## src/sv/vchm_pkg.sv

```systemverilog
// shared types and constants of the voxel column height map
`default_nettype none

package vchm_pkg;

   localparam int VOXEL_W     = 8;
   localparam int SIZE_X_W    = 7;
   localparam int SIZE_Y_W    = 13;
   localparam int SIZE_Z_W    = 7;
   localparam int AIR_W       = 8;
   localparam int BSIZE_W     = 7;
   localparam int HEIGHT_W    = 13;
   localparam int HALF_W      = 16;
   localparam int WORD_W      = 32;
   localparam int INDEX_W     = 11;
   localparam int CSR_INDEX_W = 3;
   localparam int CSR_DATA_W  = 13;

   localparam logic [SIZE_X_W-1:0] SIZE_X_RESET = 7'd32;
   localparam logic [SIZE_Y_W-1:0] SIZE_Y_RESET = 13'd128;
   localparam logic [SIZE_Z_W-1:0] SIZE_Z_RESET = 7'd32;
   localparam logic [AIR_W-1:0]    AIR_RESET    = 8'd0;
   localparam logic [BSIZE_W-1:0]  BSIZE_RESET  = 7'd8;

   typedef enum logic [CSR_INDEX_W-1:0] {
      REG_SIZE_X     = 3'd0,
      REG_SIZE_Y     = 3'd1,
      REG_SIZE_Z     = 3'd2,
      REG_AIR_CODE   = 3'd3,
      REG_BLOCK_SIZE = 3'd4
   } csr_reg_type;

   typedef enum logic {
      KIND_HEIGHT = 1'b0,
      KIND_BLOCK  = 1'b1
   } kind_type;

   typedef struct packed {
      logic accept_voxel;
      logic col_step;
      logic h_flush;
      logic blk_step;
      logic b_flush;
      logic finish;
   } cmd_type;

   typedef struct packed {
      logic slice_end;
      logic col_last;
      logic blk_last;
      logic chunk_end;
      logic row_end;
      logic can_emit;
   } status_type;

endpackage

`default_nettype wire

```

## src/sv/vchm_ram.sv

```systemverilog
// generic single write port ram with registered read
`default_nettype none

module vchm_ram #(
   parameter int WIDTH = 13,
   parameter int DEPTH = 64
) (
   input  wire logic                     clock,
   input  wire logic                     we,
   input  wire logic [$clog2(DEPTH)-1:0] waddr,
   input  wire logic [WIDTH-1:0]         wdata,
   input  wire logic [$clog2(DEPTH)-1:0] raddr,
   output logic      [WIDTH-1:0]         rdata
);

   logic [WIDTH-1:0] mem_ff [DEPTH];

   always_ff @(posedge clock) begin
      if (we) begin
         mem_ff[waddr] <= wdata;
      end
      rdata <= mem_ff[raddr];
   end

endmodule

`default_nettype wire

```

## src/sv/vchm_ctrl.sv

```systemverilog
// sequencer for voxel intake, slice sweep, block row sweep and flushes
`default_nettype none

module vchm_ctrl (
   input  wire logic                 clock,
   input  wire logic                 reset,
   input  wire logic                 req_valid,
   output logic                      req_stall,
   output logic                      csr_ready,
   input  wire vchm_pkg::status_type status,
   output vchm_pkg::cmd_type         cmd
);

   typedef enum logic [7:0] {
      ST_IDLE    = 8'b0000_0001,
      ST_COL_RD  = 8'b0000_0010,
      ST_COL_WR  = 8'b0000_0100,
      ST_H_FLUSH = 8'b0000_1000,
      ST_BLK_RD  = 8'b0001_0000,
      ST_BLK_WR  = 8'b0010_0000,
      ST_B_FLUSH = 8'b0100_0000,
      ST_FINISH  = 8'b1000_0000
   } state_type;

   state_type state_ff, state_in;

   assign req_stall = (state_ff != ST_IDLE);
   assign csr_ready = (state_ff == ST_IDLE);

   always_comb begin
      state_in = state_ff;
      cmd      = '0;
      unique case (state_ff)
         ST_IDLE: begin
            if (req_valid) begin
               cmd.accept_voxel = 1'b1;
               if (status.slice_end) begin
                  state_in = ST_COL_RD;
               end
            end
         end
         ST_COL_RD: begin
            state_in = ST_COL_WR;
         end
         ST_COL_WR: begin
            if (status.can_emit) begin
               cmd.col_step = 1'b1;
               if (!status.col_last) begin
                  state_in = ST_COL_RD;
               end else if (status.chunk_end) begin
                  state_in = ST_H_FLUSH;
               end else if (status.row_end) begin
                  state_in = ST_BLK_RD;
               end else begin
                  state_in = ST_FINISH;
               end
            end
         end
         ST_H_FLUSH: begin
            if (status.can_emit) begin
               cmd.h_flush = 1'b1;
               state_in    = ST_BLK_RD;
            end
         end
         ST_BLK_RD: begin
            state_in = ST_BLK_WR;
         end
         ST_BLK_WR: begin
            if (status.can_emit) begin
               cmd.blk_step = 1'b1;
               if (!status.blk_last) begin
                  state_in = ST_BLK_RD;
               end else if (status.chunk_end) begin
                  state_in = ST_B_FLUSH;
               end else begin
                  state_in = ST_FINISH;
               end
            end
         end
         ST_B_FLUSH: begin
            if (status.can_emit) begin
               cmd.b_flush = 1'b1;
               state_in    = ST_FINISH;
            end
         end
         ST_FINISH: begin
            if (status.can_emit) begin
               cmd.finish = 1'b1;
               state_in   = ST_IDLE;
            end
         end
         default: begin
            state_in = ST_IDLE;
         end
      endcase
   end

   always_ff @(posedge clock) begin
      if (reset) begin
         state_ff <= ST_IDLE;
      end else begin
         state_ff <= state_in;
      end
   end

endmodule

`default_nettype wire

```

## src/sv/vchm_dp.sv

```systemverilog
// datapath: config registers, position counters, column and block stores, word packing
`default_nettype none

module vchm_dp #(
   parameter int MAX_SIZE_X = 64,
   parameter int MAX_SIZE_Y = 4096,
   parameter int MAX_SIZE_Z = 64
) (
   input  wire logic                                clock,
   input  wire logic                                reset,
   input  wire logic                                csr_we,
   input  wire logic [vchm_pkg::CSR_INDEX_W-1:0]    csr_index,
   input  wire logic [vchm_pkg::CSR_DATA_W-1:0]     csr_wdata,
   input  wire logic [vchm_pkg::VOXEL_W-1:0]        voxel_type,
   input  wire vchm_pkg::cmd_type                   cmd,
   output vchm_pkg::status_type                     status,
   input  wire logic                                rsp_stall,
   output logic                                     rsp_valid,
   output logic                                     rsp_kind,
   output logic [vchm_pkg::INDEX_W-1:0]             rsp_word_index,
   output logic [vchm_pkg::WORD_W-1:0]              rsp_packed_word,
   output logic                                     rsp_last
);

   localparam int AW  = $clog2(MAX_SIZE_X);
   localparam int YW  = $clog2(MAX_SIZE_Y);
   localparam int ZW  = $clog2(MAX_SIZE_Z + 1);
   localparam int XSW = $clog2(MAX_SIZE_X + 1);
   localparam int YSW = $clog2(MAX_SIZE_Y + 1);
   localparam int ZSW = $clog2(MAX_SIZE_Z + 1);
   localparam int HW  = vchm_pkg::HEIGHT_W;
   localparam int PAD = vchm_pkg::HALF_W - vchm_pkg::HEIGHT_W;
   localparam int BW  = vchm_pkg::BSIZE_W;
   localparam int IW  = vchm_pkg::INDEX_W;

   // configuration
   logic [vchm_pkg::SIZE_X_W-1:0] size_x_ff, size_x_in;
   logic [vchm_pkg::SIZE_Y_W-1:0] size_y_ff, size_y_in;
   logic [vchm_pkg::SIZE_Z_W-1:0] size_z_ff, size_z_in;
   logic [vchm_pkg::AIR_W-1:0]    air_ff, air_in;
   logic [BW-1:0]                 bsize_ff, bsize_in;
   logic                          restart;

   logic [XSW-1:0] sx;
   logic [YSW-1:0] sy;
   logic [ZSW-1:0] sz;
   logic [BW-1:0]  b;

   // position and sweep state
   logic [AW-1:0]  pos_x_ff, pos_x_in;
   logic [YW-1:0]  pos_y_ff, pos_y_in;
   logic [ZW-1:0]  pos_z_ff, pos_z_in;
   logic [BW-1:0]  zb_ff, zb_in;
   logic [AW-1:0]  sw_x_ff, sw_x_in;
   logic [BW-1:0]  cnt_ff, cnt_in;
   logic [AW-1:0]  bx_ff, bx_in;
   logic [AW-1:0]  base_ff, base_in;

   logic [MAX_SIZE_X-1:0] col_valid_ff, col_valid_in;
   logic [MAX_SIZE_X-1:0] blk_valid_ff, blk_valid_in;

   logic [HW-1:0] h_pend_ff, h_pend_in;
   logic          h_pend_v_ff, h_pend_v_in;
   logic [HW-1:0] b_pend_ff, b_pend_in;
   logic          b_pend_v_ff, b_pend_v_in;
   logic [IW-1:0] h_cnt_ff, h_cnt_in;
   logic [IW-1:0] b_cnt_ff, b_cnt_in;

   // result staging: hold stage then output register
   logic                            hold_v_ff, hold_v_in;
   logic                            hold_kind_ff, hold_kind_in;
   logic [IW-1:0]                   hold_idx_ff, hold_idx_in;
   logic [vchm_pkg::WORD_W-1:0]     hold_word_ff, hold_word_in;
   logic                            out_v_ff, out_v_in;
   logic                            out_kind_ff, out_kind_in;
   logic [IW-1:0]                   out_idx_ff, out_idx_in;
   logic [vchm_pkg::WORD_W-1:0]     out_word_ff, out_word_in;
   logic                            out_last_ff, out_last_in;

   // stores
   logic          col_we;
   logic [HW-1:0] col_wdata, col_rdata;
   logic          blk_we;
   logic [HW-1:0] blk_wdata, blk_rdata;

   logic [31:0]   y_next;
   logic [HW-1:0] h_val, bm_val, blk_val;
   logic          x_more, y_more, chunk_end, row_end, col_last, blk_last;
   logic          out_free, can_emit, emit, move;
   logic          emit_kind;
   logic [IW-1:0] emit_idx;
   logic [vchm_pkg::WORD_W-1:0] emit_word;

   // size clamping
   always_comb begin
      if (size_x_ff == '0) begin
         sx = XSW'(1);
      end else if (32'(size_x_ff) > 32'(MAX_SIZE_X)) begin
         sx = XSW'(MAX_SIZE_X);
      end else begin
         sx = XSW'(size_x_ff);
      end
      if (size_y_ff == '0) begin
         sy = YSW'(1);
      end else if (32'(size_y_ff) > 32'(MAX_SIZE_Y)) begin
         sy = YSW'(MAX_SIZE_Y);
      end else begin
         sy = YSW'(size_y_ff);
      end
      if (size_z_ff == '0) begin
         sz = ZSW'(1);
      end else if (32'(size_z_ff) > 32'(MAX_SIZE_Z)) begin
         sz = ZSW'(MAX_SIZE_Z);
      end else begin
         sz = ZSW'(size_z_ff);
      end
      b = (bsize_ff == '0) ? BW'(1) : bsize_ff;
   end

   assign x_more    = (32'(pos_x_ff) + 32'd1) < 32'(sx);
   assign y_more    = (32'(pos_y_ff) + 32'd1) < 32'(sy);
   assign chunk_end = (32'(pos_z_ff) + 32'd1) >= 32'(sz);
   assign row_end   = chunk_end || (zb_ff == b - BW'(1));
   assign col_last  = (32'(sw_x_ff) + 32'd1) >= 32'(sx);
   assign blk_last  = (32'(base_ff) + 32'(b)) >= 32'(sx);

   assign out_free = !out_v_ff || !rsp_stall;
   assign can_emit = !hold_v_ff || out_free;

   always_comb begin
      status.slice_end = !x_more && !y_more;
      status.col_last  = col_last;
      status.blk_last  = blk_last;
      status.chunk_end = chunk_end;
      status.row_end   = row_end;
      status.can_emit  = can_emit;
   end

   // column store: written by voxels, read during the slice sweep
   assign y_next    = 32'(pos_y_ff) + 32'd1;
   assign col_wdata = y_next[HW-1:0];
   assign col_we    = cmd.accept_voxel && (voxel_type != air_ff);

   vchm_ram #(
      .WIDTH (HW),
      .DEPTH (MAX_SIZE_X)
   ) u_col_ram (
      .clock (clock),
      .we    (col_we),
      .waddr (pos_x_ff),
      .wdata (col_wdata),
      .raddr (sw_x_ff),
      .rdata (col_rdata)
   );

   // block store: running maxima of the current block row
   assign h_val     = col_valid_ff[sw_x_ff] ? col_rdata : '0;
   assign bm_val    = blk_valid_ff[bx_ff] ? blk_rdata : '0;
   assign blk_val   = bm_val;
   assign blk_we    = cmd.col_step;
   assign blk_wdata = (h_val > bm_val) ? h_val : bm_val;

   vchm_ram #(
      .WIDTH (HW),
      .DEPTH (MAX_SIZE_X)
   ) u_blk_ram (
      .clock (clock),
      .we    (blk_we),
      .waddr (bx_ff),
      .wdata (blk_wdata),
      .raddr (bx_ff),
      .rdata (blk_rdata)
   );

   // config writes
   always_comb begin
      size_x_in = size_x_ff;
      size_y_in = size_y_ff;
      size_z_in = size_z_ff;
      air_in    = air_ff;
      bsize_in  = bsize_ff;
      restart   = 1'b0;
      if (csr_we) begin
         unique case (vchm_pkg::csr_reg_type'(csr_index))
            vchm_pkg::REG_SIZE_X: begin
               size_x_in = csr_wdata[vchm_pkg::SIZE_X_W-1:0];
               restart   = 1'b1;
            end
            vchm_pkg::REG_SIZE_Y: begin
               size_y_in = csr_wdata[vchm_pkg::SIZE_Y_W-1:0];
               restart   = 1'b1;
            end
            vchm_pkg::REG_SIZE_Z: begin
               size_z_in = csr_wdata[vchm_pkg::SIZE_Z_W-1:0];
               restart   = 1'b1;
            end
            vchm_pkg::REG_AIR_CODE: begin
               air_in = csr_wdata[vchm_pkg::AIR_W-1:0];
            end
            vchm_pkg::REG_BLOCK_SIZE: begin
               bsize_in = csr_wdata[BW-1:0];
               restart  = 1'b1;
            end
            default: begin
            end
         endcase
      end
   end

   // position, sweep counters, pending halves and packing
   always_comb begin
      pos_x_in     = pos_x_ff;
      pos_y_in     = pos_y_ff;
      pos_z_in     = pos_z_ff;
      zb_in        = zb_ff;
      sw_x_in      = sw_x_ff;
      cnt_in       = cnt_ff;
      bx_in        = bx_ff;
      base_in      = base_ff;
      col_valid_in = col_valid_ff;
      blk_valid_in = blk_valid_ff;
      h_pend_in    = h_pend_ff;
      h_pend_v_in  = h_pend_v_ff;
      b_pend_in    = b_pend_ff;
      b_pend_v_in  = b_pend_v_ff;
      h_cnt_in     = h_cnt_ff;
      b_cnt_in     = b_cnt_ff;
      emit         = 1'b0;
      emit_kind    = vchm_pkg::KIND_HEIGHT;
      emit_idx     = h_cnt_ff;
      emit_word    = '0;

      if (cmd.accept_voxel) begin
         if (col_we) begin
            col_valid_in[pos_x_ff] = 1'b1;
         end
         if (x_more) begin
            pos_x_in = pos_x_ff + AW'(1);
         end else begin
            pos_x_in = '0;
            pos_y_in = y_more ? pos_y_ff + YW'(1) : '0;
         end
      end

      if (cmd.col_step) begin
         col_valid_in[sw_x_ff] = 1'b0;
         blk_valid_in[bx_ff]   = 1'b1;
         if (h_pend_v_ff) begin
            emit        = 1'b1;
            emit_word   = {{PAD{1'b0}}, h_val, {PAD{1'b0}}, h_pend_ff};
            h_cnt_in    = h_cnt_ff + IW'(1);
            h_pend_v_in = 1'b0;
         end else begin
            h_pend_in   = h_val;
            h_pend_v_in = 1'b1;
         end
         if (col_last) begin
            sw_x_in = '0;
            cnt_in  = '0;
            bx_in   = '0;
            base_in = '0;
         end else begin
            sw_x_in = sw_x_ff + AW'(1);
            if (cnt_ff == b - BW'(1)) begin
               cnt_in = '0;
               bx_in  = bx_ff + AW'(1);
            end else begin
               cnt_in = cnt_ff + BW'(1);
            end
         end
      end

      if (cmd.h_flush && h_pend_v_ff) begin
         emit        = 1'b1;
         emit_word   = {{vchm_pkg::HALF_W{1'b0}}, {PAD{1'b0}}, h_pend_ff};
         h_cnt_in    = h_cnt_ff + IW'(1);
         h_pend_v_in = 1'b0;
      end

      if (cmd.blk_step) begin
         blk_valid_in[bx_ff] = 1'b0;
         emit_kind = vchm_pkg::KIND_BLOCK;
         emit_idx  = b_cnt_ff;
         if (b_pend_v_ff) begin
            emit        = 1'b1;
            emit_word   = {{PAD{1'b0}}, blk_val, {PAD{1'b0}}, b_pend_ff};
            b_cnt_in    = b_cnt_ff + IW'(1);
            b_pend_v_in = 1'b0;
         end else begin
            b_pend_in   = blk_val;
            b_pend_v_in = 1'b1;
         end
         if (blk_last) begin
            bx_in   = '0;
            base_in = '0;
         end else begin
            bx_in   = bx_ff + AW'(1);
            base_in = AW'(32'(base_ff) + 32'(b));
         end
      end

      if (cmd.b_flush && b_pend_v_ff) begin
         emit        = 1'b1;
         emit_kind   = vchm_pkg::KIND_BLOCK;
         emit_idx    = b_cnt_ff;
         emit_word   = {{vchm_pkg::HALF_W{1'b0}}, {PAD{1'b0}}, b_pend_ff};
         b_cnt_in    = b_cnt_ff + IW'(1);
         b_pend_v_in = 1'b0;
      end

      if (cmd.finish) begin
         if (chunk_end) begin
            pos_z_in = '0;
            zb_in    = '0;
            h_cnt_in = '0;
            b_cnt_in = '0;
         end else begin
            pos_z_in = pos_z_ff + ZW'(1);
            zb_in    = row_end ? '0 : zb_ff + BW'(1);
         end
      end

      if (restart) begin
         pos_x_in     = '0;
         pos_y_in     = '0;
         pos_z_in     = '0;
         zb_in        = '0;
         sw_x_in      = '0;
         cnt_in       = '0;
         bx_in        = '0;
         base_in      = '0;
         col_valid_in = '0;
         blk_valid_in = '0;
         h_pend_v_in  = 1'b0;
         b_pend_v_in  = 1'b0;
         h_cnt_in     = '0;
         b_cnt_in     = '0;
      end
   end

   // hold the newest beat back until it is known whether it is the final one
   assign move = hold_v_ff && (emit || cmd.finish);

   always_comb begin
      hold_v_in    = hold_v_ff;
      hold_kind_in = hold_kind_ff;
      hold_idx_in  = hold_idx_ff;
      hold_word_in = hold_word_ff;
      out_v_in     = out_v_ff;
      out_kind_in  = out_kind_ff;
      out_idx_in   = out_idx_ff;
      out_word_in  = out_word_ff;
      out_last_in  = out_last_ff;
      if (out_v_ff && !rsp_stall) begin
         out_v_in = 1'b0;
      end
      if (move) begin
         out_v_in    = 1'b1;
         out_kind_in = hold_kind_ff;
         out_idx_in  = hold_idx_ff;
         out_word_in = hold_word_ff;
         out_last_in = cmd.finish;
      end
      if (emit) begin
         hold_v_in    = 1'b1;
         hold_kind_in = emit_kind;
         hold_idx_in  = emit_idx;
         hold_word_in = emit_word;
      end else if (cmd.finish) begin
         hold_v_in = 1'b0;
      end
   end

   assign rsp_valid       = out_v_ff;
   assign rsp_kind        = out_kind_ff;
   assign rsp_word_index  = out_idx_ff;
   assign rsp_packed_word = out_word_ff;
   assign rsp_last        = out_last_ff;

   always_ff @(posedge clock) begin
      if (reset) begin
         size_x_ff    <= vchm_pkg::SIZE_X_RESET;
         size_y_ff    <= vchm_pkg::SIZE_Y_RESET;
         size_z_ff    <= vchm_pkg::SIZE_Z_RESET;
         air_ff       <= vchm_pkg::AIR_RESET;
         bsize_ff     <= vchm_pkg::BSIZE_RESET;
         pos_x_ff     <= '0;
         pos_y_ff     <= '0;
         pos_z_ff     <= '0;
         zb_ff        <= '0;
         sw_x_ff      <= '0;
         cnt_ff       <= '0;
         bx_ff        <= '0;
         base_ff      <= '0;
         col_valid_ff <= '0;
         blk_valid_ff <= '0;
         h_pend_v_ff  <= 1'b0;
         b_pend_v_ff  <= 1'b0;
         h_cnt_ff     <= '0;
         b_cnt_ff     <= '0;
         hold_v_ff    <= 1'b0;
         out_v_ff     <= 1'b0;
      end else begin
         size_x_ff    <= size_x_in;
         size_y_ff    <= size_y_in;
         size_z_ff    <= size_z_in;
         air_ff       <= air_in;
         bsize_ff     <= bsize_in;
         pos_x_ff     <= pos_x_in;
         pos_y_ff     <= pos_y_in;
         pos_z_ff     <= pos_z_in;
         zb_ff        <= zb_in;
         sw_x_ff      <= sw_x_in;
         cnt_ff       <= cnt_in;
         bx_ff        <= bx_in;
         base_ff      <= base_in;
         col_valid_ff <= col_valid_in;
         blk_valid_ff <= blk_valid_in;
         h_pend_v_ff  <= h_pend_v_in;
         b_pend_v_ff  <= b_pend_v_in;
         h_cnt_ff     <= h_cnt_in;
         b_cnt_ff     <= b_cnt_in;
         hold_v_ff    <= hold_v_in;
         out_v_ff     <= out_v_in;
      end
   end

   always_ff @(posedge clock) begin
      h_pend_ff    <= h_pend_in;
      b_pend_ff    <= b_pend_in;
      hold_kind_ff <= hold_kind_in;
      hold_idx_ff  <= hold_idx_in;
      hold_word_ff <= hold_word_in;
      out_kind_ff  <= out_kind_in;
      out_idx_ff   <= out_idx_in;
      out_word_ff  <= out_word_in;
      out_last_ff  <= out_last_in;
   end

endmodule

`default_nettype wire

```

## src/sv/voxel_column_height_map.sv

```systemverilog
// top level of the streaming voxel column height map with block max pooling
`default_nettype none

// Voxel type bytes stream in on req_ in x, then y, then z order, one beat per cycle while
// the block is collecting a slice. The beat that completes a z slice starts a sweep during
// which req_stall is high: each column is a registered read of the column store and block
// store, then a compare, update and pack step; at the end of a block row (or the chunk)
// the block store is read out the same way, with a flush of any pending half at chunk
// end and a closing step. Stalls on rsp_ stretch the sweep. Packed words leave through a
// hold stage and an output register, so the final beat of each burst carries rsp_last. No
// clearing pass is needed after reset or after a size register write; both stores are
// tracked by valid bits. Configuration writes are taken only while no sweep is running.

module voxel_column_height_map #(
   parameter int MAX_SIZE_X = 64,
   parameter int MAX_SIZE_Y = 4096,
   parameter int MAX_SIZE_Z = 64
) (
   input  wire logic                             clock,
   input  wire logic                             reset,
   input  wire logic                             req_valid,
   output logic                                  req_stall,
   input  wire logic [vchm_pkg::VOXEL_W-1:0]     req_voxel_type,
   output logic                                  rsp_valid,
   input  wire logic                             rsp_stall,
   output logic                                  rsp_kind,
   output logic [vchm_pkg::INDEX_W-1:0]          rsp_word_index,
   output logic [vchm_pkg::WORD_W-1:0]           rsp_packed_word,
   output logic                                  rsp_last,
   input  wire logic                             csr_valid,
   output logic                                  csr_ready,
   input  wire logic [vchm_pkg::CSR_INDEX_W-1:0] csr_index,
   input  wire logic [vchm_pkg::CSR_DATA_W-1:0]  csr_wdata
);

   vchm_pkg::cmd_type    cmd;
   vchm_pkg::status_type status;
   logic                 csr_we;

   assign csr_we = csr_valid && csr_ready;

   vchm_ctrl u_ctrl (
      .clock     (clock),
      .reset     (reset),
      .req_valid (req_valid),
      .req_stall (req_stall),
      .csr_ready (csr_ready),
      .status    (status),
      .cmd       (cmd)
   );

   vchm_dp #(
      .MAX_SIZE_X (MAX_SIZE_X),
      .MAX_SIZE_Y (MAX_SIZE_Y),
      .MAX_SIZE_Z (MAX_SIZE_Z)
   ) u_dp (
      .clock           (clock),
      .reset           (reset),
      .csr_we          (csr_we),
      .csr_index       (csr_index),
      .csr_wdata       (csr_wdata),
      .voxel_type      (req_voxel_type),
      .cmd             (cmd),
      .status          (status),
      .rsp_stall       (rsp_stall),
      .rsp_valid       (rsp_valid),
      .rsp_kind        (rsp_kind),
      .rsp_word_index  (rsp_word_index),
      .rsp_packed_word (rsp_packed_word),
      .rsp_last        (rsp_last)
   );

endmodule

`default_nettype wire

```

## config.mk

```make
export PLATFORM = sky130hd
export DESIGN_NAME = voxel_column_height_map
export DESIGN_NICKNAME = d
export VERILOG_FILES = /design/src/sv/vchm_pkg.sv /design/src/sv/vchm_ram.sv /design/src/sv/vchm_ctrl.sv /design/src/sv/vchm_dp.sv /design/src/sv/voxel_column_height_map.sv
export SDC_FILE = /design/constraint.sdc
export NUM_CORES = 2
export LEC_CHECK = 0
export BUFFER_PORTS_ARGS = -buffer_cell sky130_fd_sc_hd__buf_2
export CAP_MARGIN = 0
export CORE_ASPECT_RATIO = 1.75
export CORE_MARGIN = 4
export CORE_UTILIZATION = 30
export DETAILED_ROUTE_END_ITERATION = 16
export GPL_TIMING_DRIVEN = 0
export HOLD_SLACK_MARGIN = 0.05
export MAX_ROUTING_LAYER = met4
export PLACE_DENSITY = 0.47
export SLEW_MARGIN = 20
export SYNTH_ARGS = -nofsm -noshare
export SYNTH_HDL_FRONTEND = slang
export SYNTH_SLANG_ARGS = --single-unit
```

## constraint.sdc

```tcl
create_clock -name clock -period 7.85 [get_ports clock]
set_input_delay 0 -clock clock [delete_from_list [all_inputs] [get_ports clock]]
set_output_delay 0 -clock clock [all_outputs]
set_load 0.01 [all_outputs]
```

==> impl_metrics.json <==
{
  "reg2reg_from": "u_dp.bx_ff[5]",
  "avgSynthCellArea_sq_um": 15.9,
  "path_cells": "clkbuf_1 -> inv_1 -> nor2_1 -> a21oi_1 -> or4b_1 -> buf_2 -> clkbuf_1 -> nand2_1 -> ha_1 -> nand4_1 -> nor2_1 -> o21ai_0 -> a31oi_1 -> o31ai_1 -> nor2b_1 -> clkbuf_1 -> a22o_4",
  "synth-warning-count": 0,
  "wl_met2_um": 169000,
  "powerDensity_nw_per_um2": 235,
  "rsz0062_at_grt": "no",
  "postRouteAntennaNets": 0,
  "max-vdd-ir-drop_mv": 0.173,
  "critPathMostFrequentCell": "clkbuf_1",
  "power.switching_mw": 4.62,
  "r2r_slack_ps": 1150,
  "path_delay_family": "simple AND/OR/NAND/NOR gates",
  "worst_clock_skew_ps": 121,
  "ys_types": 80,
  "tightestPinTransition_ps": 1300,
  "hold_class": "input port to flip-flop",
  "drc_errors": 0,
  "cts_tree": "yes",
  "clk_pin_slew_worst_paths_ps": 60,
  "port_buffers": 67,
  "dr_wl_met3_um": 20700,
  "fillers": 24300,
  "setup_violations": 0,
  "grt_pass1_wl_um": 438000,
  "clockBufferDepth": 4,
  "std_cell_rows": 247,
  "final_max_slew_viol_count": 0,
  "drt_iter0_markers": 6209,
  "dp_hpwl_um": 233000,
  "slowest_delay_ps": 950,
  "synthTopCellsByArea": "edfxtp_1, dfxtp_1, a22oi_1",
  "worst-path-stages": 17,
  "slew_headroom": 0.132,
  "clockPowerShare": 0.447,
  "drv_cap": 0,
  "cts_setup_buffers": 0,
  "grt_max_degree": 65,
  "fin_crit_sh": 0.854,
  "synth_edf_count": 1767,
  "crit_start": "u_dp.bx_ff[5]",
  "critPathBufInv": 5,
  "syn_area_sq_um": 77900,
  "syn-instance-count": 4904,
  "drt_wl_total_um": 330000,
  "routed.top_layer": "met4",
  "final_cell_area_sq_um": 93600,
  "dr.pass1.iters": 6,
  "leakagePower_nw": 29.6,
  "core_sq_um": 259000,
  "seq_area_frac_synth": 0.755,
  "setup_tns_ps": 0,
  "cts-buffers-inserted": 199,
  "p_int_mw": 17.4,
  "arrival_ps": 7170,
  "yosysTopAreaCell": "edfxtp_1",
  "die_w_um": 393,
  "grt_usage": 0.246,
  "dieArea_sq_um": 268000,
  "clkSinkCount": 2054,
  "critPathCaptureType": "flip-flop",
  "swShare": 0.210,
  "clk_latency_ps": 890,
  "crit_fanout": 64,
  "crit_slowest_cell": "nor2_1",
  "hold_viol": 0,
  "r2r_end": "u_dp.u_blk_ram.mem_ff[12][6]",
  "worstSetupEndpoint": "u_dp.u_blk_ram.mem_ff[12][6]",
  "gp_congestion": 0.967,
  "htree_levels": 4,
  "fin_crit_ps": 6700,
  "syn2layout_area_growth_pct": 20.1,
  "grt_pass1_vias": 50100,
  "path_class": "flip-flop to flip-flop",
  "reg2regPathDepth": 17,
  "layout.nets": 5482,
  "grt-ovfl-total": 0,
  "p_seq_frac": 0.536,
  "yosysTopAreaCellShare": 0.681,
  "wl_per_cell_um": 37.0,
  "synth-seq-cells": 2054,
  "initial_core_util": 0.301,
  "fp.dieH_um": 682,
  "drive_gt1_frac": 0.178,
  "antenna_found_initial": 16,
  "clock.fmax_mhz": 149,
  "placed_area_sq_um": 86600,
  "root_buffer": "clkbuf_16",
  "worstSetupStartpointType": "flip-flop",
  "vias_per_cell": 5.76,
  "cts-resized-gates": 0,
  "met1Wirelength_um": 109000,
  "status": "completed",
  "synthArstFlopShare": 0,
  "required_ps": 8310,
  "finish.utilization": 0.362,
  "vias": 51300,
  "power.share.combinational": 0.017,
  "boundaryPins": 77,
  "synth_flop_cell": "edfxtp_1"
}
sequential cells by signal, indices dropped and copies added (netlist names), 8 cells and up:
name                   flops
u_dp.rsp_word_index       11
u_dp.col_valid_ff         64
u_dp.h_pend_ff            13
u_dp.b_cnt_ff             11
u_dp.size_y_ff            13
u_dp.pos_y_ff             12
u_dp.u_col_ram.rdata      13
u_ctrl.state_ff            8
u_dp.blk_valid_ff         64
u_dp.u_blk_ram.mem_ff    832
u_dp.u_blk_ram.rdata      13
u_dp.rsp_packed_word      26
u_dp.air_ff                8
u_dp.b_pend_ff            13
u_dp.hold_idx_ff          11
u_dp.h_cnt_ff             11
u_dp.hold_word_ff         26
u_dp.u_col_ram.mem_ff    832
worst register-to-register path, stage by stage, from the launching register on:
cell      delay, ps
dfxtp_1         310
clkbuf_1        370
inv_1           260
nor2_1          950
a21oi_1         330
or4b_1          300
buf_2           240
clkbuf_1        440
nand2_1         150
ha_1            360
nand4_1         100
nor2_1          170
o21ai_0         120
a31oi_1         350
o31ai_1         190
nor2b_1         300
clkbuf_1        570
a22o_4          740
power by group through the flow:
| stage | registers, mW | logic (mW) | clock network, mW |
|---|---|---|---|
| 2_1_floorplan | 12.0 | 0.173 | 0 |
| 3_3_place_gp | 12.1 | 0.323 | 0 |
| 3_5_place_dp | 12.0 | 0.349 | 0 |
| 4_1_cts | 11.8 | 0.366 | 9.93 |
| 5_1_grt | 11.8 | 0.390 | 10.3 |
| 6_report | 11.8 | 0.370 | 9.84 |
area by class of cell:
cell class                 instances  area (sq um)  area share
buffer                           316          1370      0.0147
timing repair buffer             274          3630      0.0388
multi-input combinational       2496         18900       0.202
antenna                            6          15.0    0.000160
sequential                      2054         58800       0.629
inverter                          43           164     0.00175
tap                             3361          4210      0.0450
clock buffer                     253          5390      0.0576
clock inverter                    99          1060      0.0114
per-stage QoR:
step	setup slack [ps]	cells	hold slack (ps)	power (mW)
final	1150	8902	92.0	22.0
after global routing	924	8899	114	22.5
after global placement	-6950	8337	249	12.4
after detailed placement	1300	8491	249	12.4
after floorplan	213	4909	118	12.2
after CTS	1270	8896	52.7	22.1
routing by layer:
metal,track usage,vias up
li1,-,21000
met2,0.433,2747
met3,0.0312,905
met1,0.254,26600
met5,-,-
met4,0.174,0
cells in the mapped netlist (all sizes together) (6+ instances only):
library cell,instances
o211ai,11
a21o,15
a22oi,723
xor2,46
mux2i,40
o22ai,8
a41oi,35
o311ai,6
a22o,118
a211oi,7
nor3,27
inv,43
xnor2,41
nand2b,18
a32o,7
edfxtp,1767
nand3b,13
a221oi,81
and2,19
nand3,90
ha,68
clkbuf,236
nor4,18
nor2,253
nand4,139
or3b,7
nand2,182
or3,13
a31oi,59
o221a,128
o21ai,30
mux2,15
a21oi,145
and3,21
buf,80
dfxtp,287
nor3b,8
mux4,14
nor2b,20
what timing repair did:
action,4_1_cts,5_1_grt
endpoints found under the setup margin,0,0
endpoints found under the hold margin,59,0
hold buffers,53,0
placed cells by master, fill, tap and decap left out, types with 81 or more instances in the layout:
cell type,count
nor2_1,123
a221oi_1,81
dfxtp_1,287
o221a_2,128
nand3_1,90
nand4_1,139
edfxtp_1,1767
a22oi_1,723
nor2_4,98
clkbuf_16,205
clkbuf_1,204
nand2_1,182
a22o_1,106
a21oi_1,145
buf_2,116
cell families after synthesis:
| logic type | after synthesis | synth area share |
|---|---|---|
| fa+ha+maj | 70 | 0.0113 |
| flops | 2054 | 0.755 |
| simple gates | 848 | 0.0538 |
| compound gates | 1416 | 0.141 |
| other cells | 1 | 0.0000481 |
| xor+xnor | 87 | 0.00978 |
| mux | 69 | 0.0114 |
| buf+inv | 359 | 0.0182 |
worst min path at each step:
stage	start	to	slack [ps]	cells after the start
4_1_cts	csr_wdata[6]	u_dp.bsize_ff[6]	50	4
5_1_grt	csr_wdata[2]	u_dp.air_ff[2]	110	4
6_report	csr_wdata[6]	u_dp.bsize_ff[6]	90	4
2_1_floorplan	csr_wdata[5]	u_dp.size_x_ff[5]	120	1
3_5_place_dp	csr_wdata[7]	u_dp.size_y_ff[7]	250	3
3_3_place_gp	csr_wdata[7]	u_dp.size_y_ff[7]	250	3
No activity file was read; power rests on OpenSTA's default activity.
